<file path="src/shd_pkg.sv">
// Package for the star/hash packet deframer.
// Holds the delimiter codes and default sizes; no dependencies.
`default_nettype none
package shd_pkg;
   localparam int BYTE_W       = 8;
   localparam int BUFFER_BYTES = 32;
   localparam int MIN_HELD     = 3;
   localparam logic [BYTE_W-1:0] CH_START = 8'h2A;
   localparam logic [BYTE_W-1:0] CH_END   = 8'h23;
endpackage
`default_nettype wire

</file>
<file path="src/shd_req_if.sv">
// Input channel of the deframer: one received byte per beat.
// Depends on shd_pkg for the byte width.
`default_nettype none
interface shd_req_if;
   logic                      valid;
   logic                      ready;
   logic [shd_pkg::BYTE_W-1:0] rx_byte;
   modport source (output valid, output rx_byte, input ready);
   modport sink (input valid, input rx_byte, output ready);
endinterface
`default_nettype wire

</file>
<file path="src/shd_rsp_if.sv">
// Result channel of the deframer: one packet byte per beat plus end flag.
// Depends on shd_pkg for the byte width.
`default_nettype none
interface shd_rsp_if;
   logic                      valid;
   logic                      ready;
   logic [shd_pkg::BYTE_W-1:0] packet_byte;
   logic                      last_of_packet;
   modport source (output valid, output packet_byte, output last_of_packet, input ready);
   modport sink (input valid, input packet_byte, input last_of_packet, output ready);
endinterface
`default_nettype wire

</file>
<file path="src/star_hash_packet_deframer.sv">
// Star/hash packet deframer top level: window bookkeeping, packet read-out
// sequencer and result register. Depends on shd_pkg, shd_req_if, shd_rsp_if
// and shd_window_ram.
//
//   channel | dir | beat contents
//   req     | in  | rx_byte
//   rsp     | out | packet_byte, last_of_packet
//
// req is ready whenever no read-out runs. A closing '#' starts a read-out of
// L bytes (L <= BUFFER_BYTES) from the single window read port, one byte a
// cycle while rsp.ready does not hold back a waiting beat; req is held off
// during the read-out. Each beat passes the RAM read register and then the
// output register on its way to rsp.
// Synchronous active-high reset empties the window; the store itself is not
// cleared, as only written slots are ever read.
`default_nettype none
module star_hash_packet_deframer #(
   parameter int BUFFER_BYTES = shd_pkg::BUFFER_BYTES
) (
   input wire logic   clock,
   input wire logic   reset,
   shd_req_if.sink    req,
   shd_rsp_if.source  rsp
);
   localparam int AW = $clog2(BUFFER_BYTES);
   localparam int CW = $clog2(BUFFER_BYTES + 1);
   localparam logic [CW-1:0] FULL     = CW'(BUFFER_BYTES);
   localparam logic [CW:0]   N_WIDE   = (CW + 1)'(BUFFER_BYTES);
   localparam logic [AW-1:0] LAST_IDX = AW'(BUFFER_BYTES - 1);
   localparam logic [CW-1:0] MIN_FILL = CW'(shd_pkg::MIN_HELD);

   logic [CW-1:0] fill_ff, fill_in;
   logic [AW-1:0] oldest_ff, oldest_in;
   logic          star_seen_ff, star_seen_in;
   logic [AW-1:0] star_slot_ff, star_slot_in;
   logic          emit_ff, emit_in;
   logic [AW-1:0] rd_slot_ff, rd_slot_in;
   logic [CW-1:0] remain_ff, remain_in;
   logic          rd_valid_ff, rd_valid_in;
   logic          rd_last_ff, rd_last_in;
   logic          out_valid_ff, out_valid_in;
   logic [shd_pkg::BYTE_W-1:0] out_byte_ff, out_byte_in;
   logic          out_last_ff, out_last_in;

   logic          accept, full, trigger, issue, move;
   logic [CW:0]   sum, span;
   logic [AW-1:0] slot;
   logic          seen_new;
   logic [CW-1:0] fill_new;
   logic [shd_pkg::BYTE_W-1:0] rd_data;

   assign accept = req.valid && req.ready;
   assign full   = (fill_ff == FULL);
   assign sum    = (CW + 1)'(oldest_ff) + (CW + 1)'(fill_ff);

   always_comb begin
      if (full) begin
         slot = oldest_ff;
      end else if (sum >= N_WIDE) begin
         slot = AW'(sum - N_WIDE);
      end else begin
         slot = AW'(sum);
      end
      seen_new = star_seen_ff && !(full && (star_slot_ff == slot));
      fill_new = full ? fill_ff : fill_ff + CW'(1);
      if (slot >= star_slot_ff) begin
         span = (CW + 1)'(slot) - (CW + 1)'(star_slot_ff);
      end else begin
         span = (CW + 1)'(slot) + N_WIDE - (CW + 1)'(star_slot_ff);
      end
   end

   assign trigger = accept && (fill_new >= MIN_FILL) && (req.rx_byte == shd_pkg::CH_END)
                    && seen_new;

   assign move  = rd_valid_ff && (!out_valid_ff || rsp.ready);
   assign issue = emit_ff && (!rd_valid_ff || move);

   always_comb begin
      fill_in      = fill_ff;
      oldest_in    = oldest_ff;
      star_seen_in = star_seen_ff;
      star_slot_in = star_slot_ff;
      emit_in      = emit_ff;
      rd_slot_in   = rd_slot_ff;
      remain_in    = remain_ff;
      if (accept) begin
         fill_in      = fill_new;
         star_seen_in = seen_new;
         if (full) begin
            oldest_in = (oldest_ff == LAST_IDX) ? '0 : oldest_ff + AW'(1);
         end
         if (req.rx_byte == shd_pkg::CH_START) begin
            star_seen_in = 1'b1;
            star_slot_in = slot;
         end
      end
      if (trigger) begin
         emit_in      = 1'b1;
         rd_slot_in   = star_slot_ff;
         remain_in    = CW'(span + (CW + 1)'(1));
         fill_in      = '0;
         oldest_in    = '0;
         star_seen_in = 1'b0;
         star_slot_in = '0;
      end
      if (issue) begin
         rd_slot_in = (rd_slot_ff == LAST_IDX) ? '0 : rd_slot_ff + AW'(1);
         remain_in  = remain_ff - CW'(1);
         emit_in    = (remain_ff != CW'(1));
      end
   end

   always_comb begin
      rd_valid_in  = issue || (rd_valid_ff && !move);
      rd_last_in   = issue ? (remain_ff == CW'(1)) : rd_last_ff;
      out_valid_in = out_valid_ff;
      out_byte_in  = out_byte_ff;
      out_last_in  = out_last_ff;
      if (move) begin
         out_valid_in = 1'b1;
         out_byte_in  = rd_data;
         out_last_in  = rd_last_ff;
      end else if (rsp.ready) begin
         out_valid_in = 1'b0;
      end
   end

   always_ff @(posedge clock) begin
      if (reset) begin
         fill_ff      <= '0;
         oldest_ff    <= '0;
         star_seen_ff <= 1'b0;
         star_slot_ff <= '0;
         emit_ff      <= 1'b0;
         remain_ff    <= '0;
         rd_valid_ff  <= 1'b0;
         out_valid_ff <= 1'b0;
      end else begin
         fill_ff      <= fill_in;
         oldest_ff    <= oldest_in;
         star_seen_ff <= star_seen_in;
         star_slot_ff <= star_slot_in;
         emit_ff      <= emit_in;
         remain_ff    <= remain_in;
         rd_valid_ff  <= rd_valid_in;
         out_valid_ff <= out_valid_in;
      end
      rd_slot_ff  <= rd_slot_in;
      rd_last_ff  <= rd_last_in;
      out_byte_ff <= out_byte_in;
      out_last_ff <= out_last_in;
   end

   shd_window_ram #(
      .DEPTH (BUFFER_BYTES),
      .AW    (AW)
   ) u_ram (
      .clock   (clock),
      .wr_en   (accept),
      .wr_addr (slot),
      .wr_data (req.rx_byte),
      .rd_en   (issue),
      .rd_addr (rd_slot_ff),
      .rd_data (rd_data)
   );

   assign req.ready          = !emit_ff;
   assign rsp.valid          = out_valid_ff;
   assign rsp.packet_byte    = out_byte_ff;
   assign rsp.last_of_packet = out_last_ff;

   a_fill_bound: assert property (@(posedge clock) disable iff (reset)
      fill_ff <= FULL) else $error("window fill beyond depth");
   a_emit_remain: assert property (@(posedge clock) disable iff (reset)
      emit_ff |-> remain_ff != '0) else $error("read-out active with nothing left");
   a_read_held: assert property (@(posedge clock) disable iff (reset)
      (rd_valid_ff && !move) |=> rd_valid_ff) else $error("read data dropped");
   a_oldest_full: assert property (@(posedge clock) disable iff (reset)
      (oldest_ff != '0) |-> full) else $error("oldest slot moved before window full");
   a_star_held: assert property (@(posedge clock) disable iff (reset)
      star_seen_ff |-> fill_ff != '0) else $error("start mark flagged in empty window");
endmodule
`default_nettype wire

</file>
<file path="src/shd_window_ram.sv">
// Byte window store: one write port, one read port with registered data.
// Depends on shd_pkg for the byte width.
`default_nettype none
module shd_window_ram #(
   parameter int DEPTH = shd_pkg::BUFFER_BYTES,
   parameter int AW    = $clog2(DEPTH)
) (
   input  wire logic                       clock,
   input  wire logic                       wr_en,
   input  wire logic [AW-1:0]              wr_addr,
   input  wire logic [shd_pkg::BYTE_W-1:0] wr_data,
   input  wire logic                       rd_en,
   input  wire logic [AW-1:0]              rd_addr,
   output logic      [shd_pkg::BYTE_W-1:0] rd_data
);
   logic [shd_pkg::BYTE_W-1:0] mem [DEPTH];
   logic [shd_pkg::BYTE_W-1:0] rd_data_ff;

   always_ff @(posedge clock) begin
      if (wr_en) begin
         mem[wr_addr] <= wr_data;
      end
      if (rd_en) begin
         rd_data_ff <= mem[rd_addr];
      end
   end

   assign rd_data = rd_data_ff;
endmodule
`default_nettype wire

</file>
<file path="src/flat_wrapper.sv">
// flat-port wrapper written by rule: the top's interface ports become plain ports
module star_hash_packet_deframer_flat 
#(
   parameter int BUFFER_BYTES = shd_pkg::BUFFER_BYTES
)
  (clock, reset, req_valid, req_rx_byte, req_ready, rsp_valid, rsp_packet_byte, rsp_last_of_packet, rsp_ready);
  shd_req_if req_i ();
  shd_rsp_if rsp_i ();
  input wire logic clock;
  input wire logic reset;
  input wire logic [$bits(req_i.valid)-1:0] req_valid;
  input wire logic [$bits(req_i.rx_byte)-1:0] req_rx_byte;
  output wire logic [$bits(req_i.ready)-1:0] req_ready;
  output wire logic [$bits(rsp_i.valid)-1:0] rsp_valid;
  output wire logic [$bits(rsp_i.packet_byte)-1:0] rsp_packet_byte;
  output wire logic [$bits(rsp_i.last_of_packet)-1:0] rsp_last_of_packet;
  input wire logic [$bits(rsp_i.ready)-1:0] rsp_ready;
  assign req_i.valid = req_valid;
  assign req_i.rx_byte = req_rx_byte;
  assign req_ready = req_i.ready;
  assign rsp_valid = rsp_i.valid;
  assign rsp_packet_byte = rsp_i.packet_byte;
  assign rsp_last_of_packet = rsp_i.last_of_packet;
  assign rsp_i.ready = rsp_ready;
  star_hash_packet_deframer #(.BUFFER_BYTES(BUFFER_BYTES)) u_core (.clock(clock), .reset(reset), .req(req_i), .rsp(rsp_i));
endmodule
</file>
<file path="config.mk">
export PLATFORM = sky130hd
export DESIGN_NAME = star_hash_packet_deframer_flat
export DESIGN_NICKNAME = d
export VERILOG_FILES = /design/src/shd_pkg.sv /design/src/shd_req_if.sv /design/src/shd_rsp_if.sv /design/src/star_hash_packet_deframer.sv /design/src/shd_window_ram.sv /design/src/flat_wrapper.sv
export SDC_FILE = /design/constraint.sdc
export NUM_CORES = 1
export LEC_CHECK = 0
export BUFFER_PORTS_ARGS = -buffer_cell sky130_fd_sc_hd__buf_4
export CAP_MARGIN = 15
export CORE_MARGIN = 5
export CORE_UTILIZATION = 65
export DETAILED_ROUTE_END_ITERATION = 7
export PLACE_DENSITY = 0.82
export SYNTH_ARGS = -nofsm -noshare
export SYNTH_HDL_FRONTEND = slang
export SYNTH_SLANG_ARGS = --single-unit
</file>
<file path="constraint.sdc">
create_clock -name clock -period 11.18 [get_ports clock]
set_input_delay 1.677 -clock clock [delete_from_list [all_inputs] [get_ports clock]]
set_output_delay 1.677 -clock clock [all_outputs]
set_load 0.02 [all_outputs]
</file>
==> impl_metrics.yaml <==
synth:
  yosys-top-cells-area: "edfxtp_1 67%, mux4_2 14%, dfxtp_1 4.1%"
  syn_area_mm2: 0.0126
  yosysWarnings: 0
  yosys_most_used_dff: "edfxtp_1"
  synthCells: 678
  synth_most_common_cell: "edfxtp_1"
  synth_fp_nets: 712
  synth.cells.most_frequent: "279 x edfxtp_1, 80 x mux4_2, 60 x nor2_1"
  synth-seq-area-share: 0.707
  synth_cell_types: 53
  netlist.area_leader.share: 0.666
  async_reset_ff_frac: 0
  synth_edf_count: 279
  synth.largest_area_cell: "edfxtp_1"
  syn_avg_cell_area_um2: 18.6
  ys_ff_latch: 305
finish:
  fill_cells: 1085
  multi_input_area_mm2: 0.00345
  utilization: 0.737
  fin_cells: 987
  drive_gt1_frac: 0.226
  seqCellArea_mm2: 0.00890
  area_growth_syn_to_layout_pct: 10.7
  fin_nets: 737
  antenna_cells: 0
  design_area_mm2: 0.0139
timing:
  layout_setup_ws_ns: 6.64
  fin_crit_sh: 0.406
  whs_ns: 0.414
  hold_violations: 0
  rsz0062_at_grt: "false"
  fin_skew_ns: 0.0194
  setup_viol: 0
  fin_crit_ns: 4.54
  tightest_slew_ns: 1.05
  slew_viol_final: 0
  max_freq_mhz: 220
  max-slew-margin-rel: 0.301
  fin_setup_tns_ns: 0
cts:
  clock_latency_ns: 0.56
  cts_root_buffer: "clkbuf_16"
  cts_hold_buffers: 0
  cts_sinks: 305
  cts_htree_levels: 1
  post-cts-setup-buffer-count: 0
  clock_path_buffers: 3
  tritoncts: "built"
  cts.clk_slew.worst_paths_ns: 0.06
  cts.repair.resized: 0
  cts_buffers: 30
power_and_ir_drop:
  p_leak_nw: 4.54
  ir_drop_uv: 141
  total_power_mw: 2.32
  powerDensity_mw_per_mm2: 167
run:
  drv_cap: 0
critical_path:
  cp-start-kind: "flip-flop"
  worstPathRequired_ns: 11.58
  worst-path-max-fanout: 17
  path_cells: "ha_1, fa_1, a21o_1, a21oi_1, mux2i_1, xnor2_1, ha_1, and3_1, and3_1, a2111oi_2, nand2_1, nand2b_1, nor2_1"
  slowest_delay_ns: 0.63
  criticalPathCategory: "flip-flop to flip-flop"
  r2r_cells: 13
  ff2ff_setup_slack_ns: 6.64
  critPathCaptureType: "flip-flop"
  reg2reg_from: "u_core.fill_ff[0]$_SDFFE_PP0P_"
  crit_end: "u_core.star_slot_ff[3]$_SDFFE_PP0P_"
  path_buf_inv: 0
  arrival_ns: 4.93
  worst-path-stages: 13
  crit_family: "simple AND/OR/NAND/NOR gates"
  cp_slowest_cell: "nand2b_1"
  startpoint: "u_core.fill_ff[0]$_SDFFE_PP0P_"
  r2r_end: "u_core.star_slot_ff[3]$_SDFFE_PP0P_"
drt:
  vias: 6498
  drt_iter0_drc: 598
  final_antenna_net_count: 0
  drc: 0
  firstDrtPassIters: 5
  vias_per_cell: 6.58
  routed_wl_mm: 26.4
  post_drt_wl_per_cell_um: 26.7
global_routing:
  antenna_found_initial: 1
  grt_overflow: 0
  grt_pass1_vias: 6686
  grtUsageTotal: 0.247
  grt_max_degree: 67
  grt_pass1_wl_mm: 40.8
place:
  dp_hpwl_mm: 16.2
  routabilityCongestion: 0.929
  io_buffers: 22
  pre_cts_ws_ns: 6.79
  dpl_cell_area_mm2: 0.0129
  dp.cells: 931
die:
  die_h_um: 149
  fp.dieArea_mm2: 0.0222
  start_util: 0.666
  rows: 50
  die_w_um: 149
  core_mm2: 0.0189
  pin_count: 23
hold_path:
  hold_path_class: "flip-flop to flip-flop"
run_status:
  outcome: "finished clean"
==> cells in the final DEF (no fill, tap or decap), drive strengths merged, types with 3 or more instances in the layout <==
| cell | netlist | routed |
|---|---|---|
| nand3b | 4 | 4 |
| xnor2 | 9 | 9 |
| inv | 15 | 15 |
| bufinv | 0 | 5 |
| buf | 20 | 25 |
| nor2 | 60 | 60 |
| mux2i | 8 | 8 |
| o21ai | 10 | 10 |
| nand2b | 6 | 6 |
| nand3 | 12 | 12 |
| a21o | 5 | 5 |
| clkinv | 0 | 17 |
| clkbuf | 12 | 33 |
| mux4 | 80 | 80 |
| nand4 | 3 | 3 |
| mux2 | 8 | 8 |
| nor2b | 4 | 4 |
| or3 | 5 | 5 |
| ha | 20 | 20 |
| a211oi | 5 | 5 |
| edfxtp | 279 | 279 |
| a21oi | 14 | 14 |
| a31oi | 3 | 3 |
| xor2 | 7 | 7 |
| nand2 | 22 | 22 |
| and3 | 6 | 6 |
| dfxtp | 26 | 26 |
| nor3 | 5 | 5 |
| a2111oi | 4 | 4 |
==> per-layer routing <==
layer / GRT usage / wire, um
met5: 0 / 20
met4: 0.0549 / 482
met3: 0.0401 / 2150
met2: 0.410 / 13200
met1: 0.356 / 10500
==> worst min-delay path by stage <==
| stage | from | to | slack (ns) | cells past startpoint |
|---|---|---|---|---|
| global placement | u_core.u_ram.rd_data[3]$_DFFE_PP_ | u_core.rsp.packet_byte[3]$_DFFE_PP_ | 0.40 | 0 |
| CTS | u_core.rd_last_ff$_DFFE_PP_ | u_core.rsp.last_of_packet$_DFFE_PP_ | 0.42 | 0 |
| detailed placement | u_core.rd_last_ff$_DFFE_PP_ | u_core.rsp.last_of_packet$_DFFE_PP_ | 0.41 | 0 |
| finish | u_core.u_ram.rd_data[5]$_DFFE_PP_ | u_core.rsp.packet_byte[5]$_DFFE_PP_ | 0.41 | 0 |
| global route | u_core.rd_last_ff$_DFFE_PP_ | u_core.rsp.last_of_packet$_DFFE_PP_ | 0.43 | 0 |
| floorplan | u_core.rd_last_ff$_DFFE_PP_ | u_core.rsp.last_of_packet$_DFFE_PP_ | 0.40 | 0 |
==> sequential cells by signal (all words and copies together), names as in the netlist <==
signal                     count
u_core.rd_slot_ff              5
u_core.remain_ff               6
u_core.oldest_ff               5
u_core.u_ram.rd_data           8
u_core.rsp.packet_byte         8
u_core.star_slot_ff            5
u_core.rd_valid_ff             1
u_core.rd_last_ff              1
u_core.rsp.last_of_packet      1
u_core.emit_ff                 1
u_core.rsp.valid               1
u_core.u_ram.mem             256
u_core.fill_ff                 6
u_core.star_seen_ff            1
==> where the power goes <==
group	total [mW]	internal [mW]	switching (mW)
registers	1.25	1.25	0.00335
clock network	1.02	0.606	0.414
logic	0.0473	0.0121	0.0352
==> area by class of cell <==
| cell class | count | area share |
|---|---|---|
| Multi-Input combinational cell | 326 | 0.248 |
| Tap cell | 260 | 0.0234 |
| Sequential cell | 305 | 0.639 |
| Timing Repair Buffer | 25 | 0.0135 |
| Clock buffer | 33 | 0.0547 |
| Inverter | 15 | 0.00404 |
| Clock inverter | 23 | 0.0180 |
==> kinds of logic after synthesis <==
group	share of synthesized area
buf+inv	0.0185
simple gates	0.0557
mux	0.157
xor+xnor	0.0111
compound gates	0.0275
flops	0.707
fa+ha+maj	0.0231
No activity file was read; power rests on OpenSTA's default activity.
